===== src/rtl/djss_pkg.sv =====
// Shared types, codes and defaults of the dictionary JSON subset scanner.
`default_nettype none

package djss_pkg;

    localparam int MAX_TRANSLATIONS_DEF = 32;
    localparam int MAX_ENTRIES_DEF      = 1024;
    localparam int QUEUE_DEPTH_DEF      = 2;

    // Field widths of one result word.
    localparam int ROLE_W    = 3;
    localparam int EIDX_W    = 10;
    localparam int TIDX_W    = 5;
    localparam int ECOUNT_W  = 11;
    localparam int STATUS_W  = 3;

    // Character classes found by the front end.
    typedef logic [3:0] char_class_t;
    localparam char_class_t CL_WS     = 4'd0;
    localparam char_class_t CL_LBRACE = 4'd1;
    localparam char_class_t CL_RBRACE = 4'd2;
    localparam char_class_t CL_LBRACK = 4'd3;
    localparam char_class_t CL_RBRACK = 4'd4;
    localparam char_class_t CL_COLON  = 4'd5;
    localparam char_class_t CL_COMMA  = 4'd6;
    localparam char_class_t CL_QUOTE  = 4'd7;
    localparam char_class_t CL_OTHER  = 4'd8;

    // Byte roles.
    localparam logic [ROLE_W-1:0] ROLE_SKIP     = 3'd0;
    localparam logic [ROLE_W-1:0] ROLE_KEYCHAR  = 3'd1;
    localparam logic [ROLE_W-1:0] ROLE_TRCHAR   = 3'd2;
    localparam logic [ROLE_W-1:0] ROLE_KEYSTART = 3'd3;
    localparam logic [ROLE_W-1:0] ROLE_TRSTART  = 3'd4;
    localparam logic [ROLE_W-1:0] ROLE_CLOSE    = 3'd5;
    localparam logic [ROLE_W-1:0] ROLE_EMPTY    = 3'd6;

    // Parse status codes.
    localparam logic [STATUS_W-1:0] ST_PARSING   = 3'd0;
    localparam logic [STATUS_W-1:0] ST_CLOSED    = 3'd1;
    localparam logic [STATUS_W-1:0] ST_SYNTAX    = 3'd2;
    localparam logic [STATUS_W-1:0] ST_STALLED   = 3'd3;
    localparam logic [STATUS_W-1:0] ST_TEXT_OPEN = 3'd4;
    localparam logic [STATUS_W-1:0] ST_OVERFLOW  = 3'd5;

    // One classified byte as it waits in the queue.
    typedef struct packed {
        char_class_t cls;
        logic        last;
    } item_t;

    // One result word.
    typedef struct packed {
        logic [STATUS_W-1:0] status;
        logic [ECOUNT_W-1:0] entry_count;
        logic                kept;
        logic [TIDX_W-1:0]   tr_index;
        logic [EIDX_W-1:0]   entry_index;
        logic [ROLE_W-1:0]   role;
    } result_t;

endpackage

`default_nettype wire


===== src/rtl/djss_front.sv =====
// Front end: accepts text bytes and registers their character class.
`default_nettype none

module djss_front import djss_pkg::*; (
    input  wire logic       aclk,
    input  wire logic       aresetn,
    input  wire logic       s_tvalid,
    output logic            s_tready,
    input  wire logic [7:0] s_tdata,
    input  wire logic       s_tlast,
    output logic            push_valid,
    input  wire logic       push_ready,
    output item_t           push_item
);

    function automatic char_class_t classify(input logic [7:0] c);
        char_class_t k;
        unique case (c) inside
            8'h20, 8'h0A, 8'h09, 8'h0D: k = CL_WS;
            8'h7B:                      k = CL_LBRACE;
            8'h7D:                      k = CL_RBRACE;
            8'h5B:                      k = CL_LBRACK;
            8'h5D:                      k = CL_RBRACK;
            8'h3A:                      k = CL_COLON;
            8'h2C:                      k = CL_COMMA;
            8'h22:                      k = CL_QUOTE;
            default:                    k = CL_OTHER;
        endcase
        return k;
    endfunction

    logic  valid_reg, valid_next;
    item_t item_reg;
    logic  accept;

    assign s_tready   = !valid_reg || push_ready;
    assign accept     = s_tvalid && s_tready;
    assign push_valid = valid_reg;
    assign push_item  = item_reg;

    always_comb begin
        valid_next = valid_reg;
        if (accept) begin
            valid_next = 1'b1;
        end else if (push_ready) begin
            valid_next = 1'b0;
        end
    end

    always_ff @(posedge aclk) begin
        if (!aresetn) begin
            valid_reg <= 1'b0;
        end else begin
            valid_reg <= valid_next;
        end
    end

    always_ff @(posedge aclk) begin
        if (accept) begin
            item_reg <= '{cls: classify(s_tdata), last: s_tlast};
        end
    end

endmodule

`default_nettype wire


===== src/rtl/djss_queue.sv =====
// Short register queue between the front end and the parser.
`default_nettype none

module djss_queue import djss_pkg::*; #(
    parameter int DEPTH = QUEUE_DEPTH_DEF
) (
    input  wire logic aclk,
    input  wire logic aresetn,
    input  wire logic in_valid,
    output logic      in_ready,
    input  item_t     in_item,
    output logic      out_valid,
    input  wire logic out_ready,
    output item_t     out_item
);

    localparam int PW = (DEPTH > 1) ? $clog2(DEPTH) : 1;
    localparam int CW = $clog2(DEPTH + 1);
    localparam logic [PW-1:0] LAST_PTR = PW'(DEPTH - 1);
    localparam logic [CW-1:0] FULL_CNT = CW'(DEPTH);

    item_t         slot_reg [DEPTH];
    logic [PW-1:0] wr_ptr_reg, rd_ptr_reg;
    logic [CW-1:0] count_reg;
    logic          push, pop;

    assign in_ready  = (count_reg != FULL_CNT);
    assign out_valid = (count_reg != '0);
    assign out_item  = slot_reg[rd_ptr_reg];
    assign push      = in_valid && in_ready;
    assign pop       = out_valid && out_ready;

    always_ff @(posedge aclk) begin
        if (!aresetn) begin
            wr_ptr_reg <= '0;
            rd_ptr_reg <= '0;
            count_reg  <= '0;
        end else begin
            if (push) begin
                wr_ptr_reg <= (wr_ptr_reg == LAST_PTR) ? '0 : wr_ptr_reg + 1'b1;
            end
            if (pop) begin
                rd_ptr_reg <= (rd_ptr_reg == LAST_PTR) ? '0 : rd_ptr_reg + 1'b1;
            end
            if (push && !pop) begin
                count_reg <= count_reg + 1'b1;
            end else if (pop && !push) begin
                count_reg <= count_reg - 1'b1;
            end
        end
    end

    always_ff @(posedge aclk) begin
        if (push) begin
            slot_reg[wr_ptr_reg] <= in_item;
        end
    end

endmodule

`default_nettype wire


===== src/rtl/djss_back.sv =====
// Parser back end: phase machine, entry and translation counters, result register.
`default_nettype none

module djss_back import djss_pkg::*; #(
    parameter int MAX_TRANSLATIONS = MAX_TRANSLATIONS_DEF,
    parameter int MAX_ENTRIES      = MAX_ENTRIES_DEF
) (
    input  wire logic aclk,
    input  wire logic aresetn,
    input  wire logic in_valid,
    output logic      in_ready,
    input  item_t     in_item,
    output logic      res_valid,
    input  wire logic res_ready,
    output result_t   res
);

    localparam int EW = $clog2(MAX_ENTRIES + 1);
    localparam int TW = $clog2(MAX_TRANSLATIONS + 1);
    localparam logic [EW-1:0] MAX_E = EW'(MAX_ENTRIES);
    localparam logic [TW-1:0] MAX_T = TW'(MAX_TRANSLATIONS);

    localparam logic [3:0] PH_OPEN        = 4'd0;
    localparam logic [3:0] PH_KEY         = 4'd1;
    localparam logic [3:0] PH_KEYSTR      = 4'd2;
    localparam logic [3:0] PH_COLON       = 4'd3;
    localparam logic [3:0] PH_ARR         = 4'd4;
    localparam logic [3:0] PH_ELEM        = 4'd5;
    localparam logic [3:0] PH_TRSTR       = 4'd6;
    localparam logic [3:0] PH_AFTER_TR    = 4'd7;
    localparam logic [3:0] PH_AFTER_ENTRY = 4'd8;
    localparam logic [3:0] PH_DONE        = 4'd9;

    logic [3:0]          phase_reg, phase_next;
    logic [EW-1:0]       ent_reg, ent_next;
    logic [TW-1:0]       tr_reg, tr_next;
    logic [STATUS_W-1:0] stat_reg, stat_next;
    logic                valid_reg;
    result_t             res_reg, res_next;

    logic                pop, is_ws;
    logic [ROLE_W-1:0]   role;
    logic                in_tr, count_after, do_key, do_elem;
    logic [TW-1:0]       tcount;
    logic [EW-1:0]       eidx;
    logic [TW-1:0]       tidx;
    logic [31:0]         eidx_ext, tidx_ext, ecount_ext;

    assign in_ready  = !valid_reg || res_ready;
    assign pop       = in_valid && in_ready;
    assign res_valid = valid_reg;
    assign res       = res_reg;
    assign is_ws     = (in_item.cls == CL_WS);

    always_comb begin
        role        = ROLE_SKIP;
        in_tr       = 1'b0;
        count_after = 1'b0;
        do_key      = 1'b0;
        do_elem     = 1'b0;
        tcount      = tr_reg;
        phase_next  = phase_reg;
        ent_next    = ent_reg;
        tr_next     = tr_reg;
        stat_next   = stat_reg;

        unique case (phase_reg)
            PH_OPEN: begin
                if (in_item.cls == CL_LBRACE) begin
                    phase_next = PH_KEY;
                end else if (!is_ws) begin
                    stat_next  = ST_SYNTAX;
                    phase_next = PH_DONE;
                end
            end
            PH_KEY: begin
                do_key = 1'b1;
            end
            PH_KEYSTR: begin
                if (in_item.cls == CL_QUOTE) begin
                    role       = ROLE_CLOSE;
                    phase_next = PH_COLON;
                end else begin
                    role = ROLE_KEYCHAR;
                end
            end
            PH_COLON: begin
                if (in_item.cls == CL_COLON) begin
                    phase_next = PH_ARR;
                end else if (!is_ws) begin
                    stat_next  = ST_SYNTAX;
                    phase_next = PH_DONE;
                end
            end
            PH_ARR: begin
                if (in_item.cls == CL_LBRACK) begin
                    tr_next    = '0;
                    tcount     = '0;
                    phase_next = PH_ELEM;
                end else if (!is_ws) begin
                    stat_next  = ST_SYNTAX;
                    phase_next = PH_DONE;
                end
            end
            PH_ELEM: begin
                do_elem = 1'b1;
            end
            PH_TRSTR: begin
                in_tr = 1'b1;
                if (in_item.cls == CL_QUOTE) begin
                    role        = ROLE_CLOSE;
                    count_after = 1'b1;
                    phase_next  = PH_AFTER_TR;
                end else begin
                    role = ROLE_TRCHAR;
                end
            end
            PH_AFTER_TR: begin
                if (in_item.cls == CL_COMMA) begin
                    phase_next = PH_ELEM;
                end else if (!is_ws) begin
                    do_elem = 1'b1;
                end
            end
            PH_AFTER_ENTRY: begin
                if (in_item.cls == CL_COMMA) begin
                    phase_next = PH_KEY;
                end else if (!is_ws) begin
                    do_key = 1'b1;
                end
            end
            default: begin
                phase_next = PH_DONE;
            end
        endcase

        // Byte inside an array, between translations.
        if (do_elem) begin
            unique case (in_item.cls)
                CL_WS: begin
                end
                CL_RBRACK: begin
                    if (ent_reg < MAX_E) begin
                        ent_next = ent_reg + 1'b1;
                    end
                    phase_next = PH_AFTER_ENTRY;
                end
                CL_QUOTE: begin
                    in_tr      = 1'b1;
                    role       = ROLE_TRSTART;
                    phase_next = PH_TRSTR;
                end
                CL_COMMA: begin
                    in_tr       = 1'b1;
                    role        = ROLE_EMPTY;
                    count_after = 1'b1;
                end
                default: begin
                    stat_next  = ST_STALLED;
                    phase_next = PH_DONE;
                end
            endcase
        end

        // Byte where a key is expected; a colon stands for an empty key.
        if (do_key) begin
            unique case (in_item.cls) inside
                CL_WS: begin
                end
                CL_RBRACE: begin
                    stat_next  = ST_CLOSED;
                    phase_next = PH_DONE;
                end
                CL_QUOTE, CL_COLON: begin
                    if (ent_reg >= MAX_E) begin
                        stat_next  = ST_OVERFLOW;
                        phase_next = PH_DONE;
                    end else if (in_item.cls == CL_COLON) begin
                        phase_next = PH_ARR;
                    end else begin
                        role       = ROLE_KEYSTART;
                        phase_next = PH_KEYSTR;
                    end
                end
                default: begin
                    stat_next  = ST_SYNTAX;
                    phase_next = PH_DONE;
                end
            endcase
        end

        if (count_after && (tr_reg < MAX_T)) begin
            tr_next = tr_reg + 1'b1;
        end

        eidx       = (ent_next < MAX_E) ? ent_next : MAX_E - 1'b1;
        tidx       = (tcount < MAX_T) ? tcount : MAX_T - 1'b1;
        eidx_ext   = 32'(eidx);
        tidx_ext   = 32'(tidx);
        ecount_ext = 32'(ent_next);

        res_next.role        = role;
        res_next.entry_index = eidx_ext[EIDX_W-1:0];
        res_next.tr_index    = in_tr ? tidx_ext[TIDX_W-1:0] : '0;
        res_next.kept        = in_tr && (tcount < MAX_T);
        res_next.entry_count = ecount_ext[ECOUNT_W-1:0];
        res_next.status      = (in_item.last && (stat_next == ST_PARSING)) ?
                               ST_TEXT_OPEN : stat_next;
    end

    always_ff @(posedge aclk) begin
        if (!aresetn) begin
            phase_reg <= PH_OPEN;
            ent_reg   <= '0;
            tr_reg    <= '0;
            stat_reg  <= ST_PARSING;
            valid_reg <= 1'b0;
        end else begin
            if (pop) begin
                valid_reg <= 1'b1;
                if (in_item.last) begin
                    phase_reg <= PH_OPEN;
                    ent_reg   <= '0;
                    tr_reg    <= '0;
                    stat_reg  <= ST_PARSING;
                end else begin
                    phase_reg <= phase_next;
                    ent_reg   <= ent_next;
                    tr_reg    <= tr_next;
                    stat_reg  <= stat_next;
                end
            end else if (res_ready) begin
                valid_reg <= 1'b0;
            end
        end
    end

    always_ff @(posedge aclk) begin
        if (pop) begin
            res_reg <= res_next;
        end
    end

endmodule

`default_nettype wire


===== src/rtl/dictionary_json_subset_scanner.sv =====
// Top level of the dictionary JSON subset scanner.
//
//  Channel | Dir | Handshake          | Payload
//  --------+-----+--------------------+----------------------------------------------
//  s_      | in  | s_tvalid, s_tready | s_tdata: char_byte; s_tlast: last
//  m_      | out | m_tvalid, m_tready | m_tdata: indices, counts, status; m_tuser: role
//
// One text byte is taken in every clock cycle unless the result side stalls, and one
// result word leaves for each byte, in order. The front register classifies the byte,
// a short queue decouples it from the parser, and the parser's phase machine and
// counters step once per word, so the sustained rate is one word per cycle. A byte's
// result passes the front register, a queue slot and the result register, in order.
// A stall on the result side fills the queue and then drops s_tready; nothing is
// lost. Reset is synchronous and active low.
// After a word with s_tlast set, the parser returns to its reset state.
`default_nettype none

module dictionary_json_subset_scanner import djss_pkg::*; #(
    parameter int MAX_TRANSLATIONS = MAX_TRANSLATIONS_DEF,
    parameter int MAX_ENTRIES      = MAX_ENTRIES_DEF,
    parameter int QUEUE_DEPTH      = QUEUE_DEPTH_DEF
) (
    input  wire logic        aclk,
    input  wire logic        aresetn,
    input  wire logic        s_tvalid,
    output logic             s_tready,
    input  wire logic [7:0]  s_tdata,   // [7:0] char_byte
    input  wire logic        s_tlast,
    output logic             m_tvalid,
    input  wire logic        m_tready,
    output logic [31:0]      m_tdata,   // [9:0] entry_index, [14:10] translation_index,
                                        // [15] translation_kept, [26:16] entry_count,
                                        // [29:27] status, [31:30] zero
    output logic [2:0]       m_tuser    // [2:0] role
);

    // Classified bytes leaving the front register.
    logic    fr_valid, fr_ready;
    item_t   fr_item;
    // Queue head toward the parser.
    logic    q_valid, q_ready;
    item_t   q_item;
    // Parser result register.
    result_t res;

    djss_front u_front (
        .aclk       (aclk),
        .aresetn    (aresetn),
        .s_tvalid   (s_tvalid),
        .s_tready   (s_tready),
        .s_tdata    (s_tdata),
        .s_tlast    (s_tlast),
        .push_valid (fr_valid),
        .push_ready (fr_ready),
        .push_item  (fr_item)
    );

    djss_queue #(
        .DEPTH (QUEUE_DEPTH)
    ) u_queue (
        .aclk      (aclk),
        .aresetn   (aresetn),
        .in_valid  (fr_valid),
        .in_ready  (fr_ready),
        .in_item   (fr_item),
        .out_valid (q_valid),
        .out_ready (q_ready),
        .out_item  (q_item)
    );

    djss_back #(
        .MAX_TRANSLATIONS (MAX_TRANSLATIONS),
        .MAX_ENTRIES      (MAX_ENTRIES)
    ) u_back (
        .aclk      (aclk),
        .aresetn   (aresetn),
        .in_valid  (q_valid),
        .in_ready  (q_ready),
        .in_item   (q_item),
        .res_valid (m_tvalid),
        .res_ready (m_tready),
        .res       (res)
    );

    // The role travels in tuser; the rest is packed into tdata, lowest field first.
    assign m_tuser = res.role;
    assign m_tdata = {2'b00, res.status, res.entry_count, res.kept,
                      res.tr_index, res.entry_index};

endmodule

`default_nettype wire


===== config.mk =====
export PLATFORM = sky130hd
export DESIGN_NAME = dictionary_json_subset_scanner
export DESIGN_NICKNAME = d
export VERILOG_FILES = /design/src/rtl/djss_pkg.sv /design/src/rtl/djss_front.sv /design/src/rtl/djss_queue.sv /design/src/rtl/djss_back.sv /design/src/rtl/dictionary_json_subset_scanner.sv
export SDC_FILE = /design/constraint.sdc
export NUM_CORES = 1
export LEC_CHECK = 0
export ABC_CLOCK_PERIOD_IN_PS = 5000
export BUFFER_PORTS_ARGS = -buffer_cell sky130_fd_sc_hd__buf_2
export CAP_MARGIN = 10
export CORE_MARGIN = 2
export CORE_UTILIZATION = 43
export CTS_CLUSTER_SIZE = 30
export DETAILED_ROUTE_END_ITERATION = 12
export GPL_TIMING_DRIVEN = 0
export SLEW_MARGIN = 40
export SYNTH_ARGS = -nofsm -noshare
export SYNTH_HDL_FRONTEND = slang
export SYNTH_SLANG_ARGS = --single-unit

===== constraint.sdc =====
create_clock -name aclk -period 5 [get_ports aclk]
set_input_delay 0.5 -clock aclk [delete_from_list [all_inputs] [get_ports aclk]]
set_output_delay 0.5 -clock aclk [all_outputs]
set_load 0.02 [all_outputs]

==> results of run 1 <==
==> cell usage in the layout, fill, tap and decap left out, types with 6 or more instances in the layout <==
| master | synthesis | layout |
|---|---|---|
| clkbuf_1 | 14 | 14 |
| nand2b_1 | 11 | 11 |
| xnor2_1 | 8 | 8 |
| clkbuf_8 | 0 | 9 |
| inv_1 | 15 | 14 |
| nor2_1 | 42 | 42 |
| o21ai_0 | 24 | 24 |
| nor3_1 | 11 | 10 |
| xor2_1 | 8 | 8 |
| nand3_1 | 6 | 6 |
| buf_2 | 0 | 46 |
| o211ai_1 | 6 | 6 |
| dfxtp_1 | 31 | 31 |
| a21o_1 | 7 | 7 |
| a21oi_1 | 26 | 26 |
| edfxtp_1 | 48 | 48 |
| a31oi_1 | 7 | 7 |
| nand2_1 | 37 | 37 |
| a211oi_1 | 6 | 6 |
==> synthesized netlist by cell type (3+ instances only) <==
cell type / number
a22o_1: 5
o311ai_0: 3
o21ai_0: 24
clkbuf_1: 14
inv_1: 15
nand4_1: 5
nor3_1: 11
xor2_1: 8
a211oi_1: 6
nor2b_1: 4
nor2_1: 42
and3_1: 5
a31oi_1: 7
a21boi_0: 3
ha_1: 4
or2_2: 5
o211ai_1: 6
o31ai_1: 4
nand3_1: 6
xnor2_1: 8
buf_4: 3
mux2i_1: 4
or3_1: 4
nand2_1: 37
mux2_2: 4
and2_1: 4
nand2b_1: 11
a21o_1: 7
dfxtp_1: 31
nand3b_1: 5
nor4b_1: 3
a21oi_1: 26
edfxtp_1: 48
==> area by class of cell <==
cell class                      instances  area [um^2]  area share
Buffer                                 21          105      0.0221
Clock buffer                            9          124      0.0261
Clock inverter                          7         77.6      0.0163
Inverter                               16         60.1      0.0126
Multi-Input combinational cell        305         1930       0.406
Sequential cell                        79         2060       0.434
Tap cell                              129          161      0.0340
Timing Repair Buffer                   46          230      0.0485
==> stage by stage <==
stage                     setup slack, ps  utilization  hold WS [ps]  std cells  area [um^2]
after floorplan                      2570            -           421        421         4150
after global routing                 1920        0.511           311        612         4750
after detailed placement             2130        0.490           430        596         4550
after CTS                            2080        0.511           306        612         4750
after global placement               2020        0.489           422        596         4540
final                                2020        0.511           322        612         4750
==> power breakdown <==
part	switching, mW	total [mW]	internal, mW
Clock	0.253	0.490	0.237
Combinational	0.510	0.744	0.233
Sequential	0.0446	0.904	0.860
Total	0.808	2.14	1.33
==> critical path: stages, from the launching register on <==
cell      delay (ps)
dfxtp_1          330
buf_6            130
buf_4            170
mux2_2           440
nor3_1           590
nand2_1          160
clkbuf_1         300
or4_1            620
o311ai_0         120
==> logic make-up after synthesis <==
group / share of synthesized area
simple gates: 0.203
compound gates: 0.193
flops: 0.497
buf+inv: 0.0398
xor+xnor: 0.0338
mux: 0.0205
fa+ha+maj: 0.0121
other cells: 0.000904
==> per-layer routing <==
metal  GRT usage  up-vias
li1            -     1676
met1       0.256     1590
met2       0.286      129
met3      0.0294       14
met4      0.0821        0
met5           0        -
==> path summary, 6_finish.rpt <==
kind                                      startpoint                endpoint  cells after the start
worst min register to register  u_front.push_item[3]  u_queue.slot_reg[0][3]                      0
worst max-delay path                        register     u_back.phase_reg[2]                      8
worst min-delay path                         s_tlast    u_front.push_item[0]                      1
worst max register to register              register     u_back.phase_reg[2]                      8
==> impl_metrics.json, run 1 <==
{
  "crit_fanout": 10,
  "wl_met1_um": 4370,
  "numCtsBuffers": 9,
  "avgSynthCellArea_um2": 9.87,
  "firstDrtPassIters": 5,
  "grt_pass1_vias": 3116,
  "yosysWarnings": 0,
  "antenna_found_initial": 0,
  "gp_congestion": 0.889,
  "route.met2.wl_um": 4200,
  "cts_resized": 0,
  "start_util": 0.447,
  "end_kind": "register",
  "row_count": 35,
  "post-cts-setup-buffers": 0,
  "hold_path_class": "primary input to register",
  "ys_ff_latch": 79,
  "required_ps": 5240,
  "cts_num_sinks": 79,
  "synthArstFlopShare": 0,
  "synth_area_leaders": "edfxtp_1 35%, dfxtp_1 15%, nor2_1 3.8%",
  "drv_cap": 0,
  "core_mm2": 0.00928,
  "worst_pin_slew_ps": 797,
  "grt-ovfl-total": 0,
  "die_area_mm2": 0.0104,
  "drt-wirelength-per-cell_um": 15.2,
  "drt-initial-drc-count": 305,
  "syn2layout_area_growth_pct": 14.5,
  "cts_tree": "done",
  "largest_register_ffs": 33,
  "crit_type": "register to register",
  "top_layer": "met4",
  "grt_max_degree": 38,
  "numPortBuffers": 46,
  "drive_above_1_share": 0.178,
  "clk_latency_ps": 350,
  "final_nets": 495,
  "max_slew_margin": 0.469,
  "antenna_left": 0,
  "syn_area_mm2": 0.00415,
  "netlist.top_cell.by_area": "edfxtp_1",
  "finalPower_mw": 2.14,
  "synth_cells": 420,
  "synth_top_area_frac": 0.348,
  "track_usage": 0.185,
  "ir_drop_mv": 0.275,
  "period_needed_ps": 2980,
  "outcome": "finished clean",
  "drv_slew": 0,
  "synth_edf_count": 48,
  "r2r_slack_ps": 2020,
  "cts_max_path_buffers": 2,
  "n_fill_cell": 909,
  "cts_hold_buf": 0,
  "tns_ps": 0,
  "h-tree-depth": 3,
  "hpwl_um": 6700,
  "fmax_ghz": 0.336,
  "yosysSeqAreaShare": 0.497,
  "cts_root_buf": "clkbuf_8",
  "rsz0062_at_grt": "no",
  "wl_met3_um": 580,
  "vias_per_cell": 5.57,
  "wl_um": 9300,
  "clk_pin_slew_worst_paths_ps": 90,
  "drc": 0,
  "setup_violations": 0,
  "n_antenna_cell": 0,
  "powerDensity_mw_per_mm2": 450,
  "period_share": 0.596,
  "io-pin-count": 50,
  "hold_viol": 0,
  "worstPathArrival_ps": 3210,
  "clock_skew_ps": 12.6,
  "ys.flop_type": "edfxtp_1",
  "fp.dieW_um": 102,
  "chipHeight_um": 102,
  "leakage_nw": 1.80,
  "grt_pass1_wl_um": 15200,
  "synthDistinctLibCells": 70,
  "critPathLaunchType": "register",
  "vias": 3409
}
Note: power is estimated with default switching activity, not from simulation.
==> run 2: changes to the inputs <==
--- a/config.mk
+++ b/config.mk
@@ -5,7 +5,8 @@
 export SDC_FILE = /design/constraint.sdc
 export NUM_CORES = 1
 export LEC_CHECK = 0
-export ABC_CLOCK_PERIOD_IN_PS = 5000
+export ABC_AREA = 1
+export ABC_CLOCK_PERIOD_IN_PS = 2900
 export BUFFER_PORTS_ARGS = -buffer_cell sky130_fd_sc_hd__buf_2
 export CAP_MARGIN = 10
 export CORE_MARGIN = 2
==> constraint.sdc (replaced) <==
create_clock -name aclk -period 2.9 [get_ports aclk]
set_input_delay 0.29 -clock aclk [delete_from_list [all_inputs] [get_ports aclk]]
set_output_delay 0.29 -clock aclk [all_outputs]
set_load 0.02 [all_outputs]
==> impl_metrics.json, run 2 <==
{
  "crit_type": "register to register",
  "netlist.top_cell.by_area": "edfxtp_1",
  "ys.flop_type": "edfxtp_1",
  "numPortBuffers": 47,
  "grt_pass1_vias": 3496,
  "r2r_end": "u_queue.count_reg[1]",
  "worstPathArrival_ps": 2670,
  "rr_worst_depth": 10,
  "hold_path_class": "primary input to register",
  "cts_hold_buf": 0,
  "syn2layout_area_growth_pct": 15.0,
  "synthArstFlopShare": 0,
  "synth.most_common_cell": "nand2_1",
  "leakage_nw": 2.26,
  "wl_met3_um": 364,
  "synth_top_area_frac": 0.330,
  "wl_met1_um": 4730,
  "avgSynthCellArea_um2": 7.89,
  "clk_pin_slew_worst_paths_ps": 80,
  "final_common_cell": "nand2_1",
  "period_share": 0.839,
  "track_usage": 0.185,
  "cp-startpoint": "u_queue.count_reg[0]",
  "vias": 3729,
  "n_antenna_cell": 0,
  "die_area_mm2": 0.0110,
  "synthDistinctLibCells": 45,
  "drive_above_1_share": 0.182,
  "drv_slew": 0,
  "firstDrtPassIters": 5,
  "end_kind": "register",
  "powerDensity_mw_per_mm2": 836,
  "period_needed_ps": 2430,
  "row_count": 36,
  "setup_violations": 0,
  "grt_max_degree": 20,
  "synth_cells": 554,
  "clk_latency_ps": 350,
  "final_cell_mix": "182 x nand2_1, 58 x inv_1, 52 x buf_2, 48 x edfxtp_1, 44 x nand3_1",
  "ir_drop_mv": 0.424,
  "cts_root_buf": "clkbuf_8",
  "required_ps": 3140,
  "cts_tree": "done",
  "route.met2.wl_um": 4460,
  "largest_register_ffs": 33,
  "h-tree-depth": 3,
  "fp.dieW_um": 105,
  "cts_num_sinks": 79,
  "synth_area_leaders": "edfxtp_1 33%, nand2_1 16%, dfxtp_1 14%",
  "start_util": 0.445,
  "numCtsBuffers": 9,
  "antenna_found_initial": 0,
  "max_slew_margin": 0.659,
  "vias_per_cell": 4.95,
  "grt_pass1_wl_um": 16500,
  "drt-initial-drc-count": 168,
  "endpoint": "u_queue.count_reg[1]",
  "r2r_slack_ps": 470,
  "fmax_ghz": 0.411,
  "drv_cap": 0,
  "hold_viol": 0,
  "rsz0062_at_grt": "no",
  "syn_area_mm2": 0.00437,
  "antenna_left": 0,
  "crit_fanout": 16,
  "cts_max_path_buffers": 2,
  "grt-ovfl-total": 0,
  "top_layer": "met4",
  "synth_edf_count": 48,
  "yosysWarnings": 0,
  "gp_congestion": 0.872,
  "io-pin-count": 50,
  "synth_commonest_cells": "182 x nand2_1, 58 x inv_1, 48 x edfxtp_1",
  "ys_ff_latch": 79,
  "drt-wirelength-per-cell_um": 12.8,
  "drc": 0,
  "hpwl_um": 7230,
  "wl_um": 9630,
  "whs_ps": 138,
  "cts_resized": 0,
  "yosysSeqAreaShare": 0.472,
  "utilization": 0.512,
  "r2r_start": "u_queue.count_reg[0]",
  "outcome": "finished clean",
  "chipHeight_um": 105,
  "final_nets": 632,
  "core_mm2": 0.00982,
  "post-cts-setup-buffers": 0,
  "clock_skew_ps": 12.3,
  "worst_pin_slew_ps": 511,
  "critPathLaunchType": "register"
}
run 2: metal layers:
layer	GRT usage	up-vias
met2	0.313	64
met4	0.0371	0
met3	0.0381	8
met5	0	-
li1	-	1928
met1	0.245	1729
run 2: worst max-delay path: stages, from the launching register on:
cell,delay [ps]
dfxtp_1,370
inv_1,110
a21oi_4,260
buf_8,210
clkinv_1,230
clkbuf_1,320
ha_1,380
a21oi_1,110
o21ai_0,110
o21ai_0,160
a21oi_1,50
run 2: worst min-delay path by stage:
| stage | startpoint | end | slack, ps | depth (start not counted) |
|---|---|---|---|---|
| floorplan | s_tlast | u_front.push_item[0] | 390 | 0 |
| global placement | u_front.push_item[1] | u_queue.slot_reg[1][1] | 420 | 0 |
| detailed placement | u_front.push_item[3] | u_queue.slot_reg[1][3] | 440 | 0 |
| CTS | s_tlast | u_front.push_item[0] | 130 | 1 |
| global route | s_tlast | u_front.push_item[0] | 120 | 1 |
| finish | s_tlast | u_front.push_item[0] | 140 | 1 |
run 2: area by class of cell:
class	count	area, um^2
flip-flops and latches	79	2060
clock inverters	6	91.3
multi-input cells	393	1960
repair buffers	49	265
inverters	68	255
well taps	133	166
fillers	993	4790
clock buffers	10	128
plain buffers	15	92.6
run 2: power breakdown:
group          leakage (nW)  switching (mW)  internal (mW)  total (mW)
Sequential            0.716           0.103           1.52        1.62
Clock                 0.111           0.422          0.492       0.914
Combinational          1.43            1.18          0.485        1.66
Total                  2.26            1.70           2.50        4.20
run 2: logic make-up (layout without fill, tap and decap cells):
group           count (synthesis)  in the layout  share of synthesized area
buf+inv                        83            148                     0.0796
compound gates                 72             72                      0.103
fa+ha+maj                       4              4                     0.0115
flops                          79             79                      0.472
xor+xnor                        8              8                     0.0178
simple gates                  307            307                      0.315
other cells                     1              2                   0.000858
run 2: metrics by stage:
stage / setup TNS (ps) / cells / power (mW) / instance area (um^2) / setup slack (ps)
after floorplan: 0 / 555 / 2.80 / 4370 / 277
after global placement: -1240 / 735 / 3.25 / 4780 / -325
after detailed placement: 0 / 737 / 3.32 / 4810 / 447
after CTS: 0 / 753 / 4.23 / 5020 / 434
after global routing: 0 / 753 / 4.49 / 5020 / 149
final: 0 / 753 / 4.20 / 5020 / 468
